### config.mk
export PLATFORM = sky130hd
export DESIGN_NAME = kway_key_merge_grouper_unit
export DESIGN_NICKNAME = d
export VERILOG_FILES = /design/src/hw/rtl/kkmg_pkg.sv /design/src/hw/rtl/kway_key_merge_grouper_unit.sv /design/src/hw/rtl/kkmg_ctrl.sv /design/src/hw/rtl/kkmg_dp.sv
export VERILOG_INCLUDE_DIRS = /design/src /design/src/hw/rtl
export SDC_FILE = /design/constraint.sdc
export NUM_CORES = 2
export LEC_CHECK = 0
export BUFFER_PORTS_ARGS = -buffer_cell sky130_fd_sc_hd__buf_2
export CAP_MARGIN = 20
export CORE_MARGIN = 2
export CORE_UTILIZATION = 45
export CTS_BUF_LIST = sky130_fd_sc_hd__clkbuf_4 sky130_fd_sc_hd__clkbuf_8
export CTS_CLUSTER_DIAMETER = 120
export DETAILED_ROUTE_END_ITERATION = 7
export RECOVER_POWER = 25
export SYNTH_ARGS = -nofsm -noshare
export SYNTH_HDL_FRONTEND = slang
export SYNTH_SLANG_ARGS = --single-unit
### constraint.sdc
create_clock -name clk -period 11.4 [get_ports clk]
set_clock_uncertainty 0.1 [all_clocks]
set_input_delay 2.28 -clock clk [delete_from_list [all_inputs] [get_ports clk]]
set_output_delay 2.28 -clock clk [all_outputs]
set_load 0.02 [all_outputs]
### src/hw/rtl/kway_key_merge_grouper_unit_macros.svh
// Assertion helpers shared by the merge grouper RTL
`ifndef KWAY_KEY_MERGE_GROUPER_UNIT_MACROS_SVH
`define KWAY_KEY_MERGE_GROUPER_UNIT_MACROS_SVH

// same-cycle implication, sampled on clk, off during reset
`define KKMG_ASSERT_IMP(label, ante, cons, msg) \
	label: assert property (@(posedge clk) disable iff (!arst_n) (ante) |-> (cons)) \
		else $error(msg);

// next-cycle implication, sampled on clk, off during reset
`define KKMG_ASSERT_NXT(label, ante, cons, msg) \
	label: assert property (@(posedge clk) disable iff (!arst_n) (ante) |=> (cons)) \
		else $error(msg);

`endif

### src/hw/rtl/kkmg_pkg.sv
package kkmg_pkg;

	// field widths
	localparam int KEY_W = 64;
	localparam int SRC_W = 4;
	localparam int CNT_W = 32;
	localparam int ACT_W = 5;
	localparam int APB_AW = 3;
	localparam int APB_DW = 32;

	// default stream count
	localparam int STREAMS_DEF = 16;

	// constants
	localparam logic [KEY_W-1:0] KEY_DONE = {KEY_W{1'b1}};
	localparam logic [CNT_W-1:0] CNT_MAX = {CNT_W{1'b1}};
	localparam logic [ACT_W-1:0] ACT_RESET = 5'd16;

	// register index (paddr[2]) of active_sources
	localparam logic REG_IDX_ACTIVE = 1'b0;

	// controller -> datapath commands
	typedef struct packed {
		logic store;
		logic scan_clr;
		logic scan_step;
		logic load_out;
	} cmd_t;

	// datapath -> controller status
	typedef struct packed {
		logic scan_end;
		logic out_free;
	} sts_t;

endpackage

### src/hw/rtl/kway_key_merge_grouper_unit.sv
// K-way key merge grouper.
// Input channel (in_valid/in_ready): one word = kind, source, key. The key is
// written as the new head of stream 'source'. kind 0 only stores. kind 1 then
// scans heads 0..N-1 (N = min(active_sources, STREAMS)), one head per cycle
// from the head memory, and emits one result word.
// Output channel (out_valid/out_ready): winner_source, winner_key,
// first_of_group, done_res, distinct_count.
// A select runs from acceptance through the scan state, which reads the
// head memory, and the finish state, which loads the output register; the
// next word is accepted once the controller is back in idle, so a select
// holds the input from its acceptance until its result is registered.
// APB port: active_sources at address 0, reset 16.
// Reset: all heads read as exhausted (all ones), no previous winner, count 0.
// A stalled receiver holds the output word; a following select waits in its
// finish state until the output register is free, with the input held.
module kway_key_merge_grouper_unit #(
	parameter int STREAMS = kkmg_pkg::STREAMS_DEF
) (
	input  logic                        clk,
	input  logic                        arst_n,
	// configuration
	input  logic                        psel,
	input  logic                        penable,
	input  logic                        pwrite,
	input  logic [kkmg_pkg::APB_AW-1:0] paddr,
	input  logic [kkmg_pkg::APB_DW-1:0] pwdata,
	output logic [kkmg_pkg::APB_DW-1:0] prdata,
	output logic                        pready,
	// input words
	input  logic                        in_valid,
	output logic                        in_ready,
	input  logic                        kind,
	input  logic [kkmg_pkg::SRC_W-1:0]  source,
	input  logic [kkmg_pkg::KEY_W-1:0]  key,
	// result words
	output logic                        out_valid,
	input  logic                        out_ready,
	output logic [kkmg_pkg::SRC_W-1:0]  winner_source,
	output logic [kkmg_pkg::KEY_W-1:0]  winner_key,
	output logic                        first_of_group,
	output logic                        done_res,
	output logic [kkmg_pkg::CNT_W-1:0]  distinct_count
);
	import kkmg_pkg::*;

	logic [ACT_W-1:0] active_q;
	cmd_t cmd;
	sts_t sts;

	// configuration register
	always_ff @(posedge clk or negedge arst_n) begin
		if (!arst_n) begin
			active_q <= ACT_RESET;
		end else if (psel && penable && pwrite && (paddr[2] == REG_IDX_ACTIVE)) begin
			active_q <= pwdata[ACT_W-1:0];
		end
	end

	assign pready = 1'b1;
	assign prdata = (paddr[2] == REG_IDX_ACTIVE) ? APB_DW'(active_q) : '0;

	kkmg_ctrl u_ctrl (
		.clk      (clk),
		.arst_n   (arst_n),
		.in_valid (in_valid),
		.kind     (kind),
		.in_ready (in_ready),
		.sts      (sts),
		.cmd      (cmd)
	);

	kkmg_dp #(
		.STREAMS (STREAMS)
	) u_dp (
		.clk            (clk),
		.arst_n         (arst_n),
		.cmd            (cmd),
		.sts            (sts),
		.active_sources (active_q),
		.source         (source),
		.key            (key),
		.out_valid      (out_valid),
		.out_ready      (out_ready),
		.winner_source  (winner_source),
		.winner_key     (winner_key),
		.first_of_group (first_of_group),
		.done_res       (done_res),
		.distinct_count (distinct_count)
	);

endmodule

### src/hw/rtl/kkmg_ctrl.sv
`include "kway_key_merge_grouper_unit_macros.svh"

module kkmg_ctrl (
	input  logic            clk,
	input  logic            arst_n,
	input  logic            in_valid,
	input  logic            kind,
	output logic            in_ready,
	input  kkmg_pkg::sts_t  sts,
	output kkmg_pkg::cmd_t  cmd
);
	import kkmg_pkg::*;

	localparam logic [1:0] ST_IDLE = 2'd0;
	localparam logic [1:0] ST_SCAN = 2'd1;
	localparam logic [1:0] ST_FIN  = 2'd2;

	logic [1:0] state_q;
	logic [1:0] state_nxt;

	// next state and commands
	always_comb begin
		state_nxt = state_q;
		cmd = '0;
		in_ready = 1'b0;
		case (state_q)
			ST_IDLE: begin
				in_ready = 1'b1;
				if (in_valid) begin
					cmd.store = 1'b1;
					if (kind) begin
						cmd.scan_clr = 1'b1;
						state_nxt = ST_SCAN;
					end
				end
			end
			ST_SCAN: begin
				if (sts.scan_end) begin
					state_nxt = ST_FIN;
				end else begin
					cmd.scan_step = 1'b1;
				end
			end
			ST_FIN: begin
				if (sts.out_free) begin
					cmd.load_out = 1'b1;
					state_nxt = ST_IDLE;
				end
			end
			default: begin
				state_nxt = ST_IDLE;
			end
		endcase
	end

	// state register
	always_ff @(posedge clk or negedge arst_n) begin
		if (!arst_n) begin
			state_q <= ST_IDLE;
		end else begin
			state_q <= state_nxt;
		end
	end

	`KKMG_ASSERT_NXT(a_scan_exit, state_q == ST_SCAN, state_q == ST_SCAN || state_q == ST_FIN, "scan left to wrong state")
	`KKMG_ASSERT_IMP(a_load_in_fin, cmd.load_out, state_q == ST_FIN, "result loaded outside finish")

endmodule

### src/hw/rtl/kkmg_dp.sv
`include "kway_key_merge_grouper_unit_macros.svh"

module kkmg_dp #(
	parameter int STREAMS = kkmg_pkg::STREAMS_DEF
) (
	input  logic                       clk,
	input  logic                       arst_n,
	input  kkmg_pkg::cmd_t             cmd,
	output kkmg_pkg::sts_t             sts,
	input  logic [kkmg_pkg::ACT_W-1:0] active_sources,
	input  logic [kkmg_pkg::SRC_W-1:0] source,
	input  logic [kkmg_pkg::KEY_W-1:0] key,
	output logic                       out_valid,
	input  logic                       out_ready,
	output logic [kkmg_pkg::SRC_W-1:0] winner_source,
	output logic [kkmg_pkg::KEY_W-1:0] winner_key,
	output logic                       first_of_group,
	output logic                       done_res,
	output logic [kkmg_pkg::CNT_W-1:0] distinct_count
);
	import kkmg_pkg::*;

	localparam int IDX_W = $clog2(STREAMS);
	localparam int SC_W = (IDX_W + 1 > 6) ? IDX_W + 1 : 6;

	// head store; entries never written read as exhausted
	logic [KEY_W-1:0] heads_mem [STREAMS];
	logic [STREAMS-1:0] head_vld_q;

	logic [SC_W-1:0] scan_idx_q;
	logic [SC_W-1:0] n_play;
	logic            wr_ok;
	logic [IDX_W-1:0] wr_addr;

	logic [KEY_W-1:0] rd_key_s1;
	logic             rd_ok_s1;
	logic [SRC_W-1:0] rd_idx_s1;
	logic             rd_vld_s1;
	logic [KEY_W-1:0] head_s1;

	logic [KEY_W-1:0] best_key_q;
	logic [SRC_W-1:0] best_idx_q;

	logic [KEY_W-1:0] last_key_q;
	logic             has_prev_q;
	logic [CNT_W-1:0] group_cnt_q;
	logic             out_valid_q;

	logic             done;
	logic             first;
	logic [CNT_W-1:0] cnt_nxt;

	// streams in play, capped at the store depth
	assign n_play = (SC_W'(active_sources) > SC_W'(STREAMS)) ? SC_W'(STREAMS)
		: SC_W'(active_sources);

	// store write decode
	assign wr_ok = cmd.store && (SC_W'(source) < SC_W'(STREAMS));
	assign wr_addr = IDX_W'(source);

	always_ff @(posedge clk) begin
		if (wr_ok) begin
			heads_mem[wr_addr] <= key;
		end
	end

	always_ff @(posedge clk or negedge arst_n) begin
		if (!arst_n) begin
			head_vld_q <= '0;
		end else if (wr_ok) begin
			head_vld_q[wr_addr] <= 1'b1;
		end
	end

	// scan counter
	always_ff @(posedge clk or negedge arst_n) begin
		if (!arst_n) begin
			scan_idx_q <= '0;
		end else if (cmd.scan_clr) begin
			scan_idx_q <= '0;
		end else if (cmd.scan_step) begin
			scan_idx_q <= scan_idx_q + SC_W'(1);
		end
	end

	// registered head read
	always_ff @(posedge clk) begin
		if (cmd.scan_step) begin
			rd_key_s1 <= heads_mem[scan_idx_q[IDX_W-1:0]];
			rd_ok_s1 <= head_vld_q[scan_idx_q[IDX_W-1:0]];
			rd_idx_s1 <= scan_idx_q[SRC_W-1:0];
		end
	end

	always_ff @(posedge clk or negedge arst_n) begin
		if (!arst_n) begin
			rd_vld_s1 <= 1'b0;
		end else begin
			rd_vld_s1 <= cmd.scan_step;
		end
	end

	assign head_s1 = rd_ok_s1 ? rd_key_s1 : KEY_DONE;

	// running minimum; strict less keeps the lower index on ties
	always_ff @(posedge clk) begin
		if (cmd.scan_clr) begin
			best_key_q <= KEY_DONE;
			best_idx_q <= '0;
		end else if (rd_vld_s1 && (head_s1 < best_key_q)) begin
			best_key_q <= head_s1;
			best_idx_q <= rd_idx_s1;
		end
	end

	// grouping
	assign done = (best_key_q == KEY_DONE);
	assign first = !has_prev_q || (best_key_q != last_key_q);
	assign cnt_nxt = (first && (group_cnt_q != CNT_MAX)) ? group_cnt_q + CNT_W'(1)
		: group_cnt_q;

	always_ff @(posedge clk or negedge arst_n) begin
		if (!arst_n) begin
			last_key_q <= '0;
			has_prev_q <= 1'b0;
			group_cnt_q <= '0;
		end else if (cmd.load_out && !done) begin
			last_key_q <= best_key_q;
			has_prev_q <= 1'b1;
			group_cnt_q <= cnt_nxt;
		end
	end

	// output register
	always_ff @(posedge clk) begin
		if (cmd.load_out) begin
			winner_source <= done ? '0 : best_idx_q;
			winner_key <= best_key_q;
			first_of_group <= !done && first;
			done_res <= done;
			distinct_count <= done ? group_cnt_q : cnt_nxt;
		end
	end

	always_ff @(posedge clk or negedge arst_n) begin
		if (!arst_n) begin
			out_valid_q <= 1'b0;
		end else if (cmd.load_out) begin
			out_valid_q <= 1'b1;
		end else if (out_ready) begin
			out_valid_q <= 1'b0;
		end
	end

	assign out_valid = out_valid_q;
	assign sts.scan_end = (scan_idx_q == n_play);
	assign sts.out_free = !out_valid_q || out_ready;

	`KKMG_ASSERT_IMP(a_load_free, cmd.load_out, !out_valid_q || out_ready, "result overwrites a pending word")
	`KKMG_ASSERT_IMP(a_scan_bound, cmd.scan_step, scan_idx_q < n_play, "scan past active streams")
	`KKMG_ASSERT_NXT(a_cnt_mono, 1'b1, group_cnt_q >= $past(group_cnt_q), "distinct count went down")

endmodule
## Yosys cells after proc, flatten, opt, wreduce, memory -nomap -nowiden

Memories as Yosys holds them, arrays and structs flattened. A register that Yosys moved wholly into a read port is not among the register bits.
Cells that the tools add are included.

| cells by class | value |
|---|---|
| bitwise logic cells | 2 |
| mux-type cells | 28 |
| eq/ne operators | 10 |
| $add $sub $neg | 2 |
| reductions and logical operators | 17 |
| order comparisons | 5 |

Operators with widths:

| cell | number |
|---|---|
| $eq 64x64->1 const B | 1 |
| $lt 64x64->1 | 1 |
| $mux 32 | 2 |
| $mux 64 | 1 |
| $ne 64x64->1 | 1 |
| $add 32x1->32 const B | 1 |
| $ne 32x32->1 const B | 1 |
| $or 16x16->16 | 1 |
| $mux 1 | 12 |
| $mux 2 | 6 |
| $mux 6 | 2 |
| $lt 4x5->1 const B | 2 |
| $mux 5 | 2 |
| $logic_and 1x1->1 | 8 |
| $ne 2x2->1 const B | 4 |
| $add 6x1->6 const B | 1 |
| $eq 6x6->1 | 1 |
| $pmux 2 s3 | 1 |
| $gt 5x5->1 const B | 1 |
| $bmux 1 s4 | 1 |
| $demux 1 s4 | 1 |
| $ge 4x1->1 const B | 1 |
| $reduce_and 4->1 | 1 |
| $reduce_bool 2->1 | 2 |
| 6 further kinds | 9 |

| word-level totals | value |
|---|---|
| input bits | 111 |
| bits in writable memories | 1024 |
| memories kept | 1 |
| logic and storage cells | 83 |
| output and inout bits | 137 |
| bits in registers | 303 |

Memories:

| name | words | bits a word | read ports | clocked after memory_dff | write ports | line | RTL |
|---|---|---|---|---|---|---|---|
| u_dp.heads_mem | 16 | 64 | 1 | 1 | 1 | kkmg_dp.sv:27 | `logic [KEY_W-1:0] heads_mem [STREAMS];` |

## Depth between registers and ports, before layout

| logic depth | value |
|---|---|
| word-level depth | 7 |
| mapped depth | 14 |
| mapped depth without buffers | 10 |

## Modules after synthesis

A second synthesis with hierarchy kept.

| unflattened totals | value |
|---|---|
| cell total of the unflattened synthesis | 2940 |
| area, all modules | 55319.3 µm² |

By module, submodules not included:

| module | instances | cells each | seq. area each (µm²) | area an instance (µm²) |
|---|---|---|---|---|
| kkmg_dp | 1 | 2882 | 40273.6 | 54735.0 |
| kway_key_merge_grouper_unit | 1 | 46 | 126.4 | 467.9 |
| kkmg_ctrl | 1 | 12 | 50.0 | 116.4 |

## Least setup slack after synthesis

No wires, ideal clock.

| path | value |
|---|---|
| kind | input -> register |
| from | input out_ready |
| to | register u_dp.group_cnt_q[8] |
| arrival time | 8606 ps |
| buffers on the path | 1 |
| library setup time | 124 ps |
| stages on the path | 7 |
| data required time | 11176 ps |
| slack | 2569 ps |
| cells stage by stage | nand2b_1 > nor2b_1 > nand2_1 > nor2_1 > clkbuf_1 > nand3_1 > xnor2_1 |

RTL lines:

| item | line | RTL |
|---|---|---|
| start: declaration | kway_key_merge_grouper_unit.sv:37 | `input logic out_ready,` |
| end signal: assignment | kkmg_dp.sv:130 | `group_cnt_q <= cnt_nxt;` |
| end: declaration | kkmg_dp.sv:46 | `logic [CNT_W-1:0] group_cnt_q;` |

## Worst setup path after layout

| path | value |
|---|---|
| from | register u_dp.scan_idx_q[1] |
| to | register u_dp.rd_key_s1[29] (read register of u_dp.heads_mem), data pin |

| between the ends | value |
|---|---|
| cells in the longest elaborated chain, start to end | 3 |

Ends and longest elaborated chain:

| item | line | RTL |
|---|---|---|
| start: declaration | kkmg_dp.sv:30 | `logic [SC_W-1:0] scan_idx_q;` |
| start signal: assignment | kkmg_dp.sv:82 | `scan_idx_q <= scan_idx_q + SC_W'(1);` |
| $eq 6x6->1 | kkmg_dp.sv:156 | `assign sts.scan_end = (scan_idx_q == n_play);` |
| $mux 1 | kkmg_ctrl.sv:38 | `if (sts.scan_end) begin` |
| $mux 1 | kkmg_ctrl.sv:26 | `case (state_q)` |
| end: declaration | kkmg_dp.sv:35 | `logic [KEY_W-1:0] rd_key_s1;` |

Parallel ways exist; a longest one is shown, timed or not.
A chain may end at the register's enable or synchronous reset.

==> results list <==
- Outcome: finished, violations left
- The checks that failed: max-capacitance violations, max-slew violations.
- STA classifies the critical path startpoint as a flip-flop.
* Overall die width: 353 um
- Yosys reg bits: between 1000 and 1500
- After synthesis, the largest family of logic cells by area is multiplexers.
- Final hold violation count: 0
- Post-synthesis share of cell area spent on xor and xnor gates: 1.92%
- Entering global routing, the biggest net connects 130 pins.
- Post-placement cell count: roughly 4600
- TritonCTS built the clock tree.
- Yosys attributes the largest share of cell area to edfxtp_1 66%, mux4_2 13%, dfrtp_1 5.8%.
- Power per Cell Area: approximately 230 mW/mm^2
* HPWL after detailed placement: 75000 um
- Global-route wire length before repair: around 190000 um
* Post-route insts no fill: between 5000 and 6000
- At the later pin of the worst-skew pair, clock insertion delay measures about 0.90 ns.
* Share of the yosys chip area belonging to registers: 73.8%
- DRT iter0 DRCs: about 2700
- In this run, the combinational gates consume between 20% and 30% of the power.
- H-tree depth: 4
- The cell area that synthesis handed to floorplanning was 0.0548 mm^2.
* Post-route DRC: 0
- Post-route minimum period: ~6.4 ns
- Setup repair after global routing left no endpoint under its margin.
- Proportion of synthesized flip-flops having asynchronous set or reset: 9.20%
* Hold bufs inserted after CTS: 0
- Before CTS, the worst setup slack after placement is 6.06 ns.
- During I/O placement, the number of pins put on the boundary was about 250.
* Share of synthesized cell area in and, or, nand and nor gates: under 10%
- The worst register-to-register path has a setup slack of 4.96 ns.
* Clock transition at path regs: ~0.060 ns
* Hold_ws: 0.358 ns
* Leakage dissipation: 21.4 nW
* Overall global routing resource usage: a little over a fifth
- For this block, the routed nets add up to roughly 130000 um of wire.
- Setup Total Neg Slack: 0 ns
- Adder and majority gate portion of the synthesized area: roughly 1.5%
* Number of standard cells after synthesis: 2908
- Ratio of cells with drive above 1 in the final layout: 27.0%
* Sequential share of power: 45.7%
* Slew HR: -146%
* Via density per instance: 5.56
- The initial antenna violation count was 14.
* Number of synthesized flops with an enable pin: between 1000 and 1500
- Of all nets on the critical path, the largest fanout is 58.
- Number of max-cap violations: 4
* Clock sink count: between 1000 and 1500
* Post CTS Setup Buffer Count: 0
- Cell internal power was estimated by the tool at roughly 10 mW.
- Synth warnings: 0
- After the last flow step, the layout net total stands at approximately 3400.
- Worst Hold Class: reg -> reg
- Average detailed-routed wire length per instance: 25.8 um
- Maximum root-to-sink buffer count: 3
* Detail Route Antenna Nets: 0
- Each instance of the synthesized netlist takes up on average approximately 19 um^2.
- Power spent charging and discharging nets: ~4.2 mW
- Net Sw Frac: 29.6%
- At the end of routability-driven placement, the weighted congestion stood at about 0.9.
- After floorplanning, the core was sized to cover approximately 0.12 mm^2.
* Yosys cell types: 64
- The share of total power dissipated in the clock network is 28.9%.
* Maximum vdd ir drop: about 0.20 mV
- Summed over all instances, the cell type with the most area after synthesis is edfxtp_1.
- Setup violations remaining at the end of the flow were counted as 0.
- Most instantiated flip-flop cell in the synthesis netlist: edfxtp_1
- The area growth from synthesis to layout is 13.2%.
- The floorplan step set the die height to ~350 um.
- Portion of synthesized cell area occupied by the leading cell type: 65.5%
- For this run, the detailed router's first-pass iteration total came to 5.
* Clock buffer count from CTS: between 200 and 250
- The number of pins exceeding their max-slew limit in the final report was between 200 and 250.
* Highest Clock Rate: 155 MHz
* Crit path required time: 11.91 ns
- Post-cts gate resize count: 0
- The via count of the first global-routing pass was just under 30000.
* Final worst path period share: between 50% and 60%
* Compound-gate portion of the synthesized area: under 10%
- CTS placed an instance of clkbuf_8 at the clock tree root.
- The detailed router placed about 28000 vias in this run.
* Final WS setup: a little under 5 ns
* Starting density of the core: between 40% and 50%
- In this run the tool buffered the top-level ports with 190 buffer cells.
- The die covers 0.125 mm^2.
- The worst setup path is captured at a flip-flop.
* Arrival @ worst endpoint: roughly 7.0 ns
- Congestion Overflow GR: 0
* Kind of critical path: reg -> reg
- Measured against the total synthesized area, the mux share comes to a little over an eighth.
- For the pin with the worst max-slew slack, the measured transition is between 3 and 4 ns.
- The initialized floorplan defines around 130 standard-cell rows.
area by class of cell:
cell class              instances  area (um^2)
diodes                          6         15.0
clock buffers                 313         3750
clock inverters                84          548
fillers                      9761        59200
inverters                      68          256
multi-input cells            1309        13500
flip-flops and latches       1391        40500
well taps                    1625         2030
repair buffers                246         1400
power by group through the flow:
stage                     logic [mW]  registers, mW  clock network, mW
after floorplan                 2.73           6.42                  0
after global placement          3.55           6.63                  0
after detailed placement        3.61           6.64                  0
after CTS                       3.62           6.54               4.23
after global routing            3.94           6.59               4.46
final                           3.62           6.53               4.13
worst max-delay path: stages (launching register included):
cell	delay, ns
dfrtp_4	0.54
clkbuf_1	2.57
buf_4	0.97
buf_4	0.54
buf_16	0.32
mux4_2	0.36
mux4_2	0.53
synth_stat cells (all sizes together) (10+ instances only):
cell type  instances
o21ai             75
nor4              16
dfxtp             68
nand4             49
a21oi             84
xnor2             81
and3              19
nor2             102
inv               68
a21o              14
ha                65
xor2              39
nand2            122
buf               78
nand2b            78
or2               19
clkbuf            88
mux4             325
edfxtp          1195
and2              10
nand3             42
nor3              80
dfrtp            127
registers in the layout (all words and copies together), names as in the netlist:
signal / count
u_dp.distinct_count: 32
u_dp.done_res: 1
u_dp.rd_idx_s1: 4
u_dp.heads_mem: 1024
u_dp.first_of_group: 1
u_dp.rd_vld_s1: 1
u_dp.best_idx_q: 4
u_dp.winner_source: 4
u_dp.rd_ok_s1: 1
u_dp.group_cnt_q: 32
u_dp.out_valid: 1
u_dp.has_prev_q: 1
u_dp.winner_key: 64
u_dp.last_key_q: 64
u_dp.scan_idx_q: 6
u_dp.rd_key_s1: 64
u_ctrl.state_q: 2
u_dp.head_vld_q: 16
u_dp.best_key_q: 64
active_q: 5
final timing paths:
kind | from | endpoint | cells after the start
min in group asynchronous | arst_n | u_dp.group_cnt_q[12]$_DFFE_PN0P_ | 1
hold reg to reg | u_dp.best_idx_q[0]$_SDFFE_PP0P_ | u_dp.best_idx_q[0]$_SDFFE_PP0P_ | 2
hold / removal | u_dp.best_idx_q[0]$_SDFFE_PP0P_ | u_dp.best_idx_q[0]$_SDFFE_PP0P_ | 2
setup reg to reg | u_dp.scan_idx_q[1]$_DFFE_PN0P_ | u_dp.rd_key_s1[29]$_DFFE_PP_ | 6
max in group asynchronous | arst_n | u_dp.scan_idx_q[1]$_DFFE_PN0P_ | 2
setup / recovery | u_dp.scan_idx_q[1]$_DFFE_PN0P_ | u_dp.rd_key_s1[29]$_DFFE_PP_ | 6
cells in the final DEF, fill, tap and decap left out, types with 76 or more instances in the layout:
cell / instances
nand2b_1: 78
buf_2: 137
mux4_2: 325
edfxtp_1: 1195
clkbuf_8: 224
clkbuf_4: 89
nor3_1: 76
a21oi_1: 84
nand2_1: 120
xnor2_1: 81
dfrtp_1: 125
nor2_1: 90
layer usage:
layer,global-route usage (%),wire (um),up-vias
met5,0,97,-
met4,6.06,3010,16
met3,4.35,7750,194
met2,33.6,63400,912
met1,29.3,56000,14751
li1,-,-,12156
cells by family after synthesis:
logic type               count (synthesis)
multiplexers                           333
buffers and inverters                  234
AND/OR/NAND/NOR                        562
other                                    2
AO/OA/AOI/OAI                          201
flip-flops                            1391
adder cells (fa/ha/maj)                 65
XOR/XNOR                               120
through the flow:
stage	cell area, um^2	power, mW	util [%]
after floorplan	54900	9.14	-
after CTS	62000	14.4	51.1
after global routing	62000	15.0	51.1
after global placement	57600	10.2	47.5
after detailed placement	57700	10.2	47.6
final	62000	14.3	51.1
No activity file was read; power rests on OpenSTA's default activity.
